[src/sv/ntr_pkg.sv]
// ----------------------------------------------------------------------------
// ntr_pkg
// Shared types and constants for the retransmission tracker.
// ----------------------------------------------------------------------------
package ntr_pkg;

  localparam int unsigned MAX_SEQ = 65536;
  localparam int unsigned SEQ_W   = $clog2(MAX_SEQ);
  localparam int unsigned NBYTES  = MAX_SEQ / 8;
  localparam int unsigned BYTE_W  = $clog2(NBYTES);
  localparam int unsigned RING    = 64;
  localparam int unsigned RING_W  = $clog2(RING);
  localparam int unsigned TOT_W   = SEQ_W + 1;

  localparam logic [1:0] FN_RECORD = 2'd0;
  localparam logic [1:0] FN_FIN    = 2'd1;
  localparam logic [1:0] FN_NACK   = 2'd2;
  localparam logic [1:0] FN_POP    = 2'd3;

  localparam logic [3:0] ST_DONE     = 4'd0;
  localparam logic [3:0] ST_ACCEPTED = 4'd1;
  localparam logic [3:0] ST_STALE    = 4'd2;
  localparam logic [3:0] ST_RANGE    = 4'd3;
  localparam logic [3:0] ST_NEVER    = 4'd4;
  localparam logic [3:0] ST_PENDING  = 4'd5;
  localparam logic [3:0] ST_BADROUND = 4'd6;
  localparam logic [3:0] ST_POPPED   = 4'd7;
  localparam logic [3:0] ST_NONE     = 4'd8;

  typedef struct packed {
    logic              lst_we;
    logic [SEQ_W-1:0]  lst_addr;
    logic [31:0]       lst_wdata;
    logic              pb_we;
    logic [BYTE_W-1:0] pb_addr;
    logic [7:0]        pb_wdata;
    logic              rt_we;
    logic [RING_W-1:0] rt_addr;
    logic [31:0]       rt_wdata;
  } mem_req_t;

  typedef struct packed {
    logic [31:0] lst;
    logic [7:0]  pb;
    logic [31:0] rt;
  } mem_rd_t;

  typedef struct packed {
    logic [3:0]       status;
    logic [SEQ_W-1:0] popped;
    logic [TOT_W-1:0] pending;
    logic [31:0]      round;
    logic [31:0]      acc;
    logic [31:0]      stale;
  } result_t;

endpackage

[src/sv/ntr_ctrl.sv]
// ----------------------------------------------------------------------------
// ntr_ctrl
// Operation sequencer: clear sweep, record, fin, nack check, pop scan.
// ----------------------------------------------------------------------------
module ntr_ctrl (
  input  logic                           clk,
  input  logic                           rst_n,
  input  logic                           in_valid,
  output logic                           in_ready,
  input  logic [1:0]                     func,
  input  logic [31:0]                    seq_in,
  input  logic [31:0]                    tms_in,
  input  logic [31:0]                    fr_in,
  input  logic [ntr_pkg::TOT_W-1:0]      total,
  output logic                           res_valid,
  input  logic                           res_ready,
  output ntr_pkg::result_t               res,
  output ntr_pkg::mem_req_t              mreq,
  input  ntr_pkg::mem_rd_t               mrd
);

  localparam logic [2:0] S_CLR  = 3'd0;
  localparam logic [2:0] S_IDLE = 3'd1;
  localparam logic [2:0] S_NACK = 3'd2;
  localparam logic [2:0] S_DIV  = 3'd3;
  localparam logic [2:0] S_SCAN = 3'd4;
  localparam logic [2:0] S_OUT  = 3'd5;

  localparam int unsigned BC_W = ntr_pkg::BYTE_W + 1;

  logic [2:0]                    state_r, state_nxt;
  logic [ntr_pkg::SEQ_W-1:0]     clr_r, clr_nxt;
  logic [31:0]                   seq_r, seq_nxt;
  logic [ntr_pkg::TOT_W-1:0]     pend_r, pend_nxt;
  logic [ntr_pkg::BYTE_W-1:0]    cur_r, cur_nxt;
  logic [31:0]                   rc_r, rc_nxt;
  logic [31:0]                   acc_r, acc_nxt;
  logic [31:0]                   stale_r, stale_nxt;
  logic [3:0]                    status_r, status_nxt;
  logic [ntr_pkg::SEQ_W-1:0]     pop_r, pop_nxt;
  logic [BC_W-1:0]               rem_r, rem_nxt;
  logic [3:0]                    dcnt_r, dcnt_nxt;
  logic [ntr_pkg::BYTE_W-1:0]    idx_r, idx_nxt;
  logic [BC_W-1:0]               step_r, step_nxt;

  logic [ntr_pkg::TOT_W-1:0]     eff;
  logic [BC_W-1:0]               nbytes;
  logic [31:0]                   rdiff;
  logic [BC_W-1:0]               rem_sh;
  logic [BC_W-1:0]               idx_inc;
  logic [7:0]                    mask;
  logic                          in_acc;

  function automatic logic [2:0] low_bit(input logic [7:0] b);
    logic [2:0] n;
    n = 3'd7;
    for (int i = 6; i >= 0; i--) begin
      if (b[i]) n = 3'(i);
    end
    return n;
  endfunction

  assign eff      = total[ntr_pkg::TOT_W-1] ? ntr_pkg::TOT_W'(ntr_pkg::MAX_SEQ) : total;
  assign nbytes   = BC_W'((eff + ntr_pkg::TOT_W'(7)) >> 3);
  assign rdiff    = rc_r - fr_in;
  assign rem_sh   = {rem_r[BC_W-2:0], cur_r[dcnt_r]};
  assign idx_inc  = {1'b0, idx_r} + BC_W'(1);
  assign mask     = 8'(1) << seq_r[2:0];
  assign in_ready = (state_r == S_IDLE);
  assign in_acc   = in_valid && in_ready;
  assign res_valid = (state_r == S_OUT);

  always_comb begin
    state_nxt  = state_r;
    clr_nxt    = clr_r;
    seq_nxt    = seq_r;
    pend_nxt   = pend_r;
    cur_nxt    = cur_r;
    rc_nxt     = rc_r;
    acc_nxt    = acc_r;
    stale_nxt  = stale_r;
    status_nxt = status_r;
    pop_nxt    = pop_r;
    rem_nxt    = rem_r;
    dcnt_nxt   = dcnt_r;
    idx_nxt    = idx_r;
    step_nxt   = step_r;
    mreq       = '0;
    unique case (state_r)
      S_CLR: begin
        mreq.lst_we   = 1'b1;
        mreq.lst_addr = clr_r;
        mreq.pb_we    = 1'b1;
        mreq.pb_addr  = clr_r[ntr_pkg::BYTE_W-1:0];
        mreq.rt_we    = 1'b1;
        mreq.rt_addr  = clr_r[ntr_pkg::RING_W-1:0];
        clr_nxt       = clr_r + ntr_pkg::SEQ_W'(1);
        if (&clr_r) begin
          state_nxt = S_IDLE;
        end
      end
      S_IDLE: begin
        if (in_acc) begin
          seq_nxt    = seq_in;
          pop_nxt    = '0;
          status_nxt = ntr_pkg::ST_DONE;
          state_nxt  = S_OUT;
          unique case (func)
            ntr_pkg::FN_RECORD: begin
              if (seq_in < {15'd0, eff}) begin
                mreq.lst_we    = 1'b1;
                mreq.lst_addr  = seq_in[ntr_pkg::SEQ_W-1:0];
                mreq.lst_wdata = tms_in;
              end else begin
                status_nxt = ntr_pkg::ST_RANGE;
              end
            end
            ntr_pkg::FN_FIN: begin
              rc_nxt        = rc_r + 32'd1;
              mreq.rt_we    = 1'b1;
              mreq.rt_addr  = rc_nxt[ntr_pkg::RING_W-1:0];
              mreq.rt_wdata = tms_in;
            end
            ntr_pkg::FN_NACK: begin
              if (fr_in > rc_r || rdiff >= 32'(ntr_pkg::RING)) begin
                status_nxt = ntr_pkg::ST_BADROUND;
              end else begin
                mreq.lst_addr = seq_in[ntr_pkg::SEQ_W-1:0];
                mreq.pb_addr  = seq_in[ntr_pkg::SEQ_W-1:3];
                mreq.rt_addr  = fr_in[ntr_pkg::RING_W-1:0];
                state_nxt     = S_NACK;
              end
            end
            ntr_pkg::FN_POP: begin
              if (pend_r == '0) begin
                status_nxt = ntr_pkg::ST_NONE;
              end else if (nbytes == '0) begin
                pend_nxt   = '0;
                status_nxt = ntr_pkg::ST_NONE;
              end else begin
                rem_nxt   = '0;
                dcnt_nxt  = 4'(ntr_pkg::BYTE_W - 1);
                state_nxt = S_DIV;
              end
            end
            default: ;
          endcase
        end
      end
      S_NACK: begin
        state_nxt = S_OUT;
        priority if (seq_r >= {15'd0, eff}) begin
          status_nxt = ntr_pkg::ST_RANGE;
        end else if (mrd.lst == 32'd0) begin
          status_nxt = ntr_pkg::ST_NEVER;
        end else if ((mrd.pb & mask) != 8'd0) begin
          status_nxt = ntr_pkg::ST_PENDING;
        end else if (mrd.lst > mrd.rt) begin
          stale_nxt  = stale_r + 32'd1;
          status_nxt = ntr_pkg::ST_STALE;
        end else begin
          mreq.pb_we    = 1'b1;
          mreq.pb_addr  = seq_r[ntr_pkg::SEQ_W-1:3];
          mreq.pb_wdata = mrd.pb | mask;
          pend_nxt      = pend_r + ntr_pkg::TOT_W'(1);
          acc_nxt       = acc_r + 32'd1;
          status_nxt    = ntr_pkg::ST_ACCEPTED;
        end
      end
      S_DIV: begin
        rem_nxt  = (rem_sh >= nbytes) ? rem_sh - nbytes : rem_sh;
        dcnt_nxt = dcnt_r - 4'd1;
        if (dcnt_r == 4'd0) begin
          idx_nxt      = rem_nxt[ntr_pkg::BYTE_W-1:0];
          step_nxt     = '0;
          mreq.pb_addr = idx_nxt;
          state_nxt    = S_SCAN;
        end
      end
      S_SCAN: begin
        if (mrd.pb != 8'd0) begin
          pop_nxt       = {idx_r, low_bit(mrd.pb)};
          mreq.pb_we    = 1'b1;
          mreq.pb_addr  = idx_r;
          mreq.pb_wdata = mrd.pb & (mrd.pb - 8'd1);
          pend_nxt      = pend_r - ntr_pkg::TOT_W'(1);
          cur_nxt       = idx_r;
          status_nxt    = ntr_pkg::ST_POPPED;
          state_nxt     = S_OUT;
        end else begin
          step_nxt = step_r + BC_W'(1);
          if (step_nxt == nbytes) begin
            pend_nxt   = '0;
            status_nxt = ntr_pkg::ST_NONE;
            state_nxt  = S_OUT;
          end else begin
            idx_nxt      = (idx_inc == nbytes) ? '0 : idx_inc[ntr_pkg::BYTE_W-1:0];
            mreq.pb_addr = idx_nxt;
          end
        end
      end
      S_OUT: begin
        if (res_ready) begin
          state_nxt = S_IDLE;
        end
      end
      default: state_nxt = S_IDLE;
    endcase
  end

  always_ff @(posedge clk) begin
    if (!rst_n) begin
      state_r <= S_CLR;
      clr_r   <= '0;
      pend_r  <= '0;
      cur_r   <= '0;
      rc_r    <= '0;
      acc_r   <= '0;
      stale_r <= '0;
    end else begin
      state_r <= state_nxt;
      clr_r   <= clr_nxt;
      pend_r  <= pend_nxt;
      cur_r   <= cur_nxt;
      rc_r    <= rc_nxt;
      acc_r   <= acc_nxt;
      stale_r <= stale_nxt;
    end
  end

  always_ff @(posedge clk) begin
    seq_r    <= seq_nxt;
    status_r <= status_nxt;
    pop_r    <= pop_nxt;
    rem_r    <= rem_nxt;
    dcnt_r   <= dcnt_nxt;
    idx_r    <= idx_nxt;
    step_r   <= step_nxt;
  end

  assign res.status  = status_r;
  assign res.popped  = pop_r;
  assign res.pending = pend_r;
  assign res.round   = rc_r;
  assign res.acc     = acc_r;
  assign res.stale   = stale_r;

endmodule

[config.mk]
export PLATFORM = sky130hd
export DESIGN_NAME = ntr_ctrl
export DESIGN_NICKNAME = d
export VERILOG_FILES = /design/src/sv/ntr_pkg.sv /design/src/sv/ntr_ctrl.sv
export SDC_FILE = /design/constraint.sdc
export NUM_CORES = 1
export LEC_CHECK = 0
export ABC_AREA = 0
export BUFFER_PORTS_ARGS = -buffer_cell sky130_fd_sc_hd__buf_2
export CORE_MARGIN = 4
export CORE_UTILIZATION = 60
export CTS_BUF_LIST = sky130_fd_sc_hd__clkbuf_8 sky130_fd_sc_hd__clkbuf_16
export DETAILED_ROUTE_END_ITERATION = 8
export PLACE_DENSITY = 0.95
export RECOVER_POWER = 100
export SLEW_MARGIN = 20
export SYNTH_ARGS = -nofsm -noshare
export SYNTH_HDL_FRONTEND = slang
export SYNTH_SLANG_ARGS = --single-unit
[constraint.sdc]
create_clock -name clk -period 14 [get_ports clk]
set_input_delay 2.8 -clock clk [delete_from_list [all_inputs] [get_ports clk]]
set_output_delay 2.8 -clock clk [all_outputs]
set_load 0.05 [all_outputs]
After elaboration in Yosys (flattened, before gate mapping)
Index checks and enable logic that the tools add are counted.

storage, ports and cells
  input bits = 191
  logic and storage cells = 192
  flip-flop bits (word level) = 241

operators by class
  add/sub/neg operators = 13
  reductions and logical operators = 27
  bitwise gates (word level) = 7
  $lt $le $gt $ge = 7
  shift-type cells = 1
  eq/ne operators = 26
  multiplexer cells = 97

operator list
  cell                                                                 number
  two-way mux 13 bit                                                   15
  two-way mux 17 bit                                                   11
  two-way mux 32 bit                                                   4
  two-way mux 49 bit                                                   2
  adder 32 x 1 -> 32 bit (second input constant)                       3
  two-way mux 22 bit                                                   4
  case mux 13 bit (5 select lines)                                     1
  > comparator 32 bit                                                  2
  case mux 16 bit (2 select lines)                                     2
  case mux 13 bit (2 select lines)                                     2
  case mux 17 bit (3 select lines)                                     1
  two-way mux 16 bit                                                   3
  two-way mux 3 bit                                                    16
  two-way mux 4 bit                                                    12
  two-way mux 39 bit                                                   1
  case mux 17 bit (2 select lines)                                     1
  greater-or-equal comparator 32 x 17 -> 1 bit                         1
  greater-or-equal comparator 32 x 7 -> 1 bit (second input constant)  1
  logical NOT 32 bit                                                   1
  < comparator 32 x 17 -> 1 bit                                        1
  subtractor 32 bit                                                    1
  equality test 14 bit                                                 2
  two-way mux 14 bit                                                   2
  case mux 14 bit (2 select lines)                                     1
  52 further kinds                                                     88

Longest topological paths before layout
Gate-level depths: netlist (run 1).

  depth in word-level cells = 9
  depth in mapped cells = 18
  mapped depth without buffers = 16

Worst setup path before layout (run 1)
Ideal clock, no wire load.

  path kind = in2out
  start point = input port total[16] (netlist name)
  end point = output port mreq[56] (netlist name)
  buffers on the path = 2
  stages on the path = 16
  arrival time = 6.607 ns
  slack = 4.593 ns
  cell sequence = buf_6 and4b_2 nand3_4 or4_1 and2_1 ha_1 nand2_1 nor2_1 a2111oi_0 o21ai_0 a41oi_1 clkbuf_1 nand2_1 o31a_1 or2_2 o211ai_1

RTL lines
  what                RTL line        text
  start: declaration  ntr_ctrl.sv:14  input logic [ntr_pkg::TOT_W-1:0] total,
  end: declaration    ntr_ctrl.sv:18  output ntr_pkg::mem_req_t mreq,

==> impl_metrics.py, run 1 <==
metrics = {
    "outcome": {
        "status": "finished, violations left",
        "violations": "capacitance limit, slew limit",
    },
    "floorplanning": {
        "start_util": 0.611,
        "dieHeight_um": 185,
        "die_area_um2": 34100,
        "num_rows": 64,
        "ios": 436,
        "die_w_um": 185,
        "core_um2": 30700,
    },
    "drt": {
        "wl_per_cell_um": 21.6,
        "drt_iter0_markers": 2263,
        "drc": 0,
        "first_pass_iters": 6,
        "num_vias": 19902,
        "vias_per_cell": 6.43,
        "ant_nets": 0,
        "wirelength_um": 66900,
    },
    "synth": {
        "avgSynthCellArea_um2": 8.06,
        "synth_top_family_by_area": "simple AND/OR/NAND/NOR gates",
        "synth_area_um2": 18700,
        "yosys_warnings": 0,
        "synth-seq-area-share": 0.309,
        "ys_seq_elements": 241,
        "synth-compound-area-share": 0.192,
        "syn_inst": 2323,
        "synth_edf_count": 96,
        "synth-simple-area-share": 0.267,
        "synth_cell_types": 99,
        "yosys.area_share.xor_xnor": 0.0748,
        "synth_nets": 2641,
        "synthMuxAreaShare": 0.0137,
        "yosys.area_share.adder": 0.0857,
        "synth_ff_type": "dfxtp_1",
        "synthArstFlopShare": 0,
    },
    "layout": {
        "area_growth_syn_to_layout_pct": 14.9,
        "drive_gt1_frac": 0.0961,
        "final_core_util": 0.702,
        "finalNetCount": 2991,
    },
    "cts": {
        "post_cts_buffers": 0,
        "cts.path.max_buffers": 3,
        "post_cts_resize_count": 0,
        "path_clk_slew_ns": 0.06,
        "clock-sinks": 241,
        "ctsHoldBuffers": 0,
        "cts-root-buf": "clkbuf_16",
        "tritoncts": "done",
        "htreeDepth": 1,
        "clk_latency_ns": 0.57,
        "cts_made_buffers": 28,
    },
    "sta": {
        "final_max_slew_viol_count": 291,
        "rsz0062_at_grt": "false",
        "fin_worst_skew_ns": 0.0160,
        "relSlewSlack": -1.61,
        "tightest_slew_ns": 3.91,
        "holdWs_ns": 0.460,
        "fin_crit_sh": 0.794,
        "hold_viol_final": 0,
        "fmaxAchievable_ghz": 0.0900,
        "finalWorstSetupSlack_ns": 2.89,
        "tns_ns": 0,
        "fin_crit_ns": 11.11,
        "setup_viol": 0,
    },
    "placed_design": {
        "dp_hpwl_um": 51800,
        "routabilityCongestion": 0.997,
        "port_buffers": 435,
        "pre_cts_ws_ns": 4.04,
    },
    "grt": {
        "grt_max_degree": 89,
        "grt_usage": 0.370,
        "grt_pass1_vias": 18644,
        "grt_pass1_wl_um": 102000,
        "antenna_found_initial": 7,
        "grt-ovfl-total": 0,
    },
    "critical_path": {
        "critPathMaxFanout": 22,
        "arrival_ns": 8.31,
        "cp-start-kind": "primary input",
        "crit_required_ns": 11.20,
        "cp-end-kind": "output port",
        "rrSetupSlack_ns": 7.39,
        "crit_type": "in -> out",
    },
    "power": {
        "vdd_drop_max_mv": 0.116,
        "p_leak_nw": 8.45,
        "cellPowerDensity_nw_per_um2": 115,
    },
    "job": {
        "maxCapViolCount": 5,
    },
    "worst_hold_path": {
        "min_path_type": "reg -> reg",
    },
}
sequential cells by signal, summed over array words and instances (netlist names), 4 cells and up:
register and flops:
acc_r 32, clr_r 16, cur_r 13, dcnt_r 4, idx_r 13, pend_r 17
pop_r 16, rc_r 32, rem_r 13, seq_r 32, stale_r 32, status_r 4
step_r 14
cell usage after synthesis (all sizes together), types with 10 or more instances:
library cell,number,area (µm²)
nand3,80,418
o41ai,11,119
nor3,73,392
a21oi,164,828
o311ai,15,131
or4,11,86.3
and2,63,394
nand2,199,747
clkbuf,100,375
or2,15,93.8
xor2,57,507
and3,74,463
mux2i,12,133
and4,10,87.6
nand4,51,325
a2bb2oi,11,96.3
ha,125,1560
a221o,16,160
dfxtp,145,2900
or3,46,288
nand2b,15,93.8
buf,31,175
edfxtp,96,2880
a31oi,27,169
o21ai,108,541
o211ai,37,278
a211oi,12,95.1
a21o,30,225
nor2b,19,119
inv,145,544
nor2,227,852
xnor2,97,850
nor4,40,278
layer usage:
layer	vias to the layer above	GRT usage	wire, µm
met5	-	0	40
met4	6	0.138	2860
met3	184	0.0801	7280
met2	1200	0.596	30400
met1	9360	0.491	26400
li1	9152	-	-
cells by family after synthesis:
logic type	Yosys count
compound gates	543
mux	20
buf+inv	276
simple gates	960
fa+ha+maj	127
flops	241
xor+xnor	156
report_power, final:
group / internal (mW) / switching [mW]
combinational: 0.233 / 0.619
sequential: 0.818 / 0.0531
clock: 0.430 / 0.318
stage by stage:
| stage | cell area (µm²) | power (mW) | cells |
|---|---|---|---|
| 2_1_floorplan | 18700 | 1.48 | 2323 |
| 3_3_place_gp | 21000 | 1.71 | 3039 |
| 3_5_place_dp | 21000 | 1.73 | 3039 |
| 4_1_cts | 21900 | 2.47 | 3091 |
| 5_1_grt | 21500 | 2.57 | 3095 |
| 6_report | 21500 | 2.47 | 3096 |
final timing paths:
path | startpoint | to | depth (start not counted)
max reg2reg | state_r[2] | rc_r[26] | 9
min reg2reg | cur_r[4] | cur_r[4] | 2
max | total[16] | mreq[47] | 17
min | cur_r[4] | cur_r[4] | 2
critical path, cell delays in order:
cell and delay, ns:
clkbuf_1 0.58, inv_1 0.53, nand2_1 0.35, a21oi_1 0.14, nor2_1 0.34, ha_1 0.37, nand2_1 0.10, nor2_1 0.05
a2111oi_0 0.32, o21ai_0 0.16, a41oi_1 0.21, clkbuf_1 0.79, mux2i_1 0.33, a221o_1 0.39, a31oi_1 0.31, o21ai_0 0.16
clkbuf_1 0.35
layout by cell type (no fill, tap or decap), types with 11 or more instances in the layout:
master | synthesis | routed
a211oi_1 | 11 | 12
a21o_1 | 30 | 30
a21oi_1 | 162 | 163
a221o_1 | 16 | 16
a2bb2oi_1 | 11 | 11
a31oi_1 | 27 | 26
and2_1 | 61 | 56
and3_1 | 74 | 74
buf_2 | 20 | 158
clkbuf_1 | 100 | 284
clkbuf_16 | 0 | 31
dfxtp_1 | 145 | 145
edfxtp_1 | 96 | 96
ha_1 | 125 | 124
inv_1 | 145 | 149
mux2i_1 | 11 | 11
nand2_1 | 199 | 199
nand2b_1 | 15 | 15
nand3_1 | 78 | 78
nand4_1 | 50 | 50
nor2_1 | 227 | 226
nor2b_1 | 19 | 19
nor3_1 | 69 | 69
nor4_1 | 37 | 37
o211ai_1 | 37 | 37
o21ai_0 | 102 | 106
o311ai_0 | 15 | 15
o41ai_1 | 8 | 11
or2_2 | 13 | 12
or3_1 | 46 | 46
xnor2_1 | 97 | 97
xor2_1 | 56 | 56
final cells by class:
cell class              instances  area [µm²]
diodes                          5        12.5
clock buffers                  37         858
clock inverters                15        87.6
fillers                      2556        9150
inverters                     145         546
multi-input cells            1806       11800
flip-flops and latches        241        5790
well taps                     396         495
repair buffers                451        1920
Power figures use the tool's default switching activity.
==> inputs of run 2 (changes only) <==
- CORE_UTILIZATION: 60 -> 56
- PLACE_DENSITY: 0.95 -> 0.9
- clock period: 14 -> 11 ns (I/O delays scaled with it)
==> run 2 against run 1 <==
Compared with the run above: critical path type unchanged; sequential share of layout area down 0.072 points; clock skew up 0.0053 ns; highest routed layer is now met4; worst hold slack worse by 0.00056 ns; sequential power up 27%; the run still ends with capacitance limit, slew limit left; utilization down 4.3 points.
==> impl_metrics.py, run 2 (same netlist as run 1, synthesis figures left out) <==
metrics = {
    "worst_hold_path": {
        "hold_start": "cur_r[3]",
        "min_path_type": "reg -> reg",
        "min_path_cells": 2,
        "min_to": "cur_r[3]",
    },
    "critical_path": {
        "crit_required_ns": 8.80,
        "timing.rr.end": "rc_r[28]",
        "slowest_delay_ns": 2.43,
        "rrSetupSlack_ns": 4.58,
        "slowest_stage": "clkbuf_1",
        "cp-start-kind": "primary input",
        "arrival_ns": 7.50,
        "critPathMaxFanout": 71,
        "cp-end-kind": "output port",
        "rr_startpoint": "state_r[2]",
        "crit_type": "in -> out",
        "path_cells": "clkbuf_1 -> and4bb_2 -> clkbuf_1 -> nand4_1 -> or4_1 -> o21ai_0 -> clkbuf_1",
        "r2r_cells": 9,
        "crit_path_frequent_cell": "clkbuf_1",
    },
    "layout": {
        "nFillCells": 2857,
        "area_growth_syn_to_layout_pct": 15.2,
        "finalNetCount": 2988,
        "multiInputGateArea_um2": 11800,
        "final_cell_mix": "clkbuf_1 (282), nor2_1 (226), nand2_1 (199)",
        "seqCellArea_um2": 5790,
        "drive_gt1_frac": 0.0970,
        "final_core_util": 0.658,
        "final_common_cell": "clkbuf_1",
    },
    "floorplanning": {
        "ios": 436,
        "start_util": 0.571,
        "dieHeight_um": 191,
        "die_area_um2": 36400,
        "num_rows": 66,
        "core_um2": 32800,
        "die_w_um": 191,
    },
    "grt": {
        "grt_pass1_wl_um": 100000,
        "antenna_found_initial": 6,
        "grt_usage": 0.338,
        "grt_pass1_vias": 18526,
        "grt-ovfl-total": 0,
        "grt_max_degree": 100,
    },
    "sta": {
        "setup_viol": 0,
        "holdWs_ns": 0.460,
        "tightest_slew_ns": 4.37,
        "final_max_slew_viol_count": 292,
        "fin_worst_skew_ns": 0.0213,
        "tns_ns": 0,
        "relSlewSlack": -1.91,
        "fin_crit_ns": 9.70,
        "rsz0062_at_grt": "false",
        "fin_crit_sh": 0.882,
        "hold_viol_final": 0,
        "fmaxAchievable_ghz": 0.103,
    },
    "cts": {
        "cts.path.max_buffers": 3,
        "htreeDepth": 1,
        "path_clk_slew_ns": 0.06,
        "cts-root-buf": "clkbuf_16",
        "tritoncts": "done",
        "post_cts_buffers": 0,
        "ctsHoldBuffers": 0,
        "clk_latency_ns": 0.57,
        "post_cts_resize_count": 0,
        "clock-sinks": 241,
        "cts_made_buffers": 28,
    },
    "placed_design": {
        "port_buffers": 435,
        "routabilityCongestion": 1.04,
        "dp_hpwl_um": 51000,
    },
    "drt": {
        "wirelength_um": 65800,
        "vias_per_cell": 6.35,
        "drt_iter0_markers": 2198,
        "num_vias": 19925,
        "ant_nets": 0,
        "drc": 0,
        "wl_per_cell_um": 21.0,
        "first_pass_iters": 6,
    },
    "power": {
        "cellPowerDensity_nw_per_um2": 147,
        "vdd_drop_max_mv": 0.128,
        "p_leak_nw": 8.44,
    },
    "outcome": {
        "violations": "capacitance limit, slew limit",
        "status": "finished, violations left",
    },
    "job": {
        "maxCapViolCount": 5,
    },
}
run 2: changes by cell type in the layout (fill, tap and decap cells not counted), sizes merged:
cell      before  now
clkinvlp       1    4
diode          5    4
inv          151  148
buf          167  166
clkbuf       321  311
clkinv         8   12
bufinv         0    4
run 2: layout make-up:
cell class,count,area share
Sequential cell,241,0.268
Antenna cell,4,0.000464
Timing Repair Buffer,448,0.0882
Inverter,145,0.0253
Clock buffer,29,0.0336
Multi-Input combinational cell,1806,0.548
Tap cell,442,0.0256
Clock inverter,23,0.0107
run 2: where the power goes:
part	internal [mW]	switching (mW)
registers	1.04	0.0679
logic	0.300	0.792
clock network	0.572	0.394
run 2: worst max-delay path: cells and delay by family:
kind            cells  cell delay [ns]
buf+inv             3             3.18
simple gates        3             1.48
compound gates      1             0.60
run 2: metal layers:
layer / GRT usage / wire [µm] / part of all wire
met1: 0.450 / 25700 / 0.39
met2: 0.549 / 30200 / 0.46
met3: 0.0674 / 7290 / 0.11
met4: 0.124 / 2580 / 0.039
met5: 0 / 0 / 0
run 2: how the worst max path moves through the flow:
stage,start,to,cells past startpoint
6_report,in_valid,mreq[47],7
3_3_place_gp,total[16],mreq[41],13
2_1_floorplan,total[16],mreq[56],16
5_1_grt,in_valid,mreq[94],7
3_5_place_dp,total[16],mreq[47],17
4_1_cts,total[16],mreq[47],17
run 2: through the flow:
stage / power, mW / setup WS [ns] / std cells / area [µm²]
finish: 3.17 / 1.30 / 3138 / 21600
global route: 3.29 / 1.07 / 3138 / 21600
CTS: 3.17 / 2.18 / 3134 / 22000
detailed placement: 2.20 / 2.23 / 3082 / 21000
global placement: 2.17 / 2.34 / 3082 / 21000
floorplan: 1.89 / 2.79 / 2323 / 18700
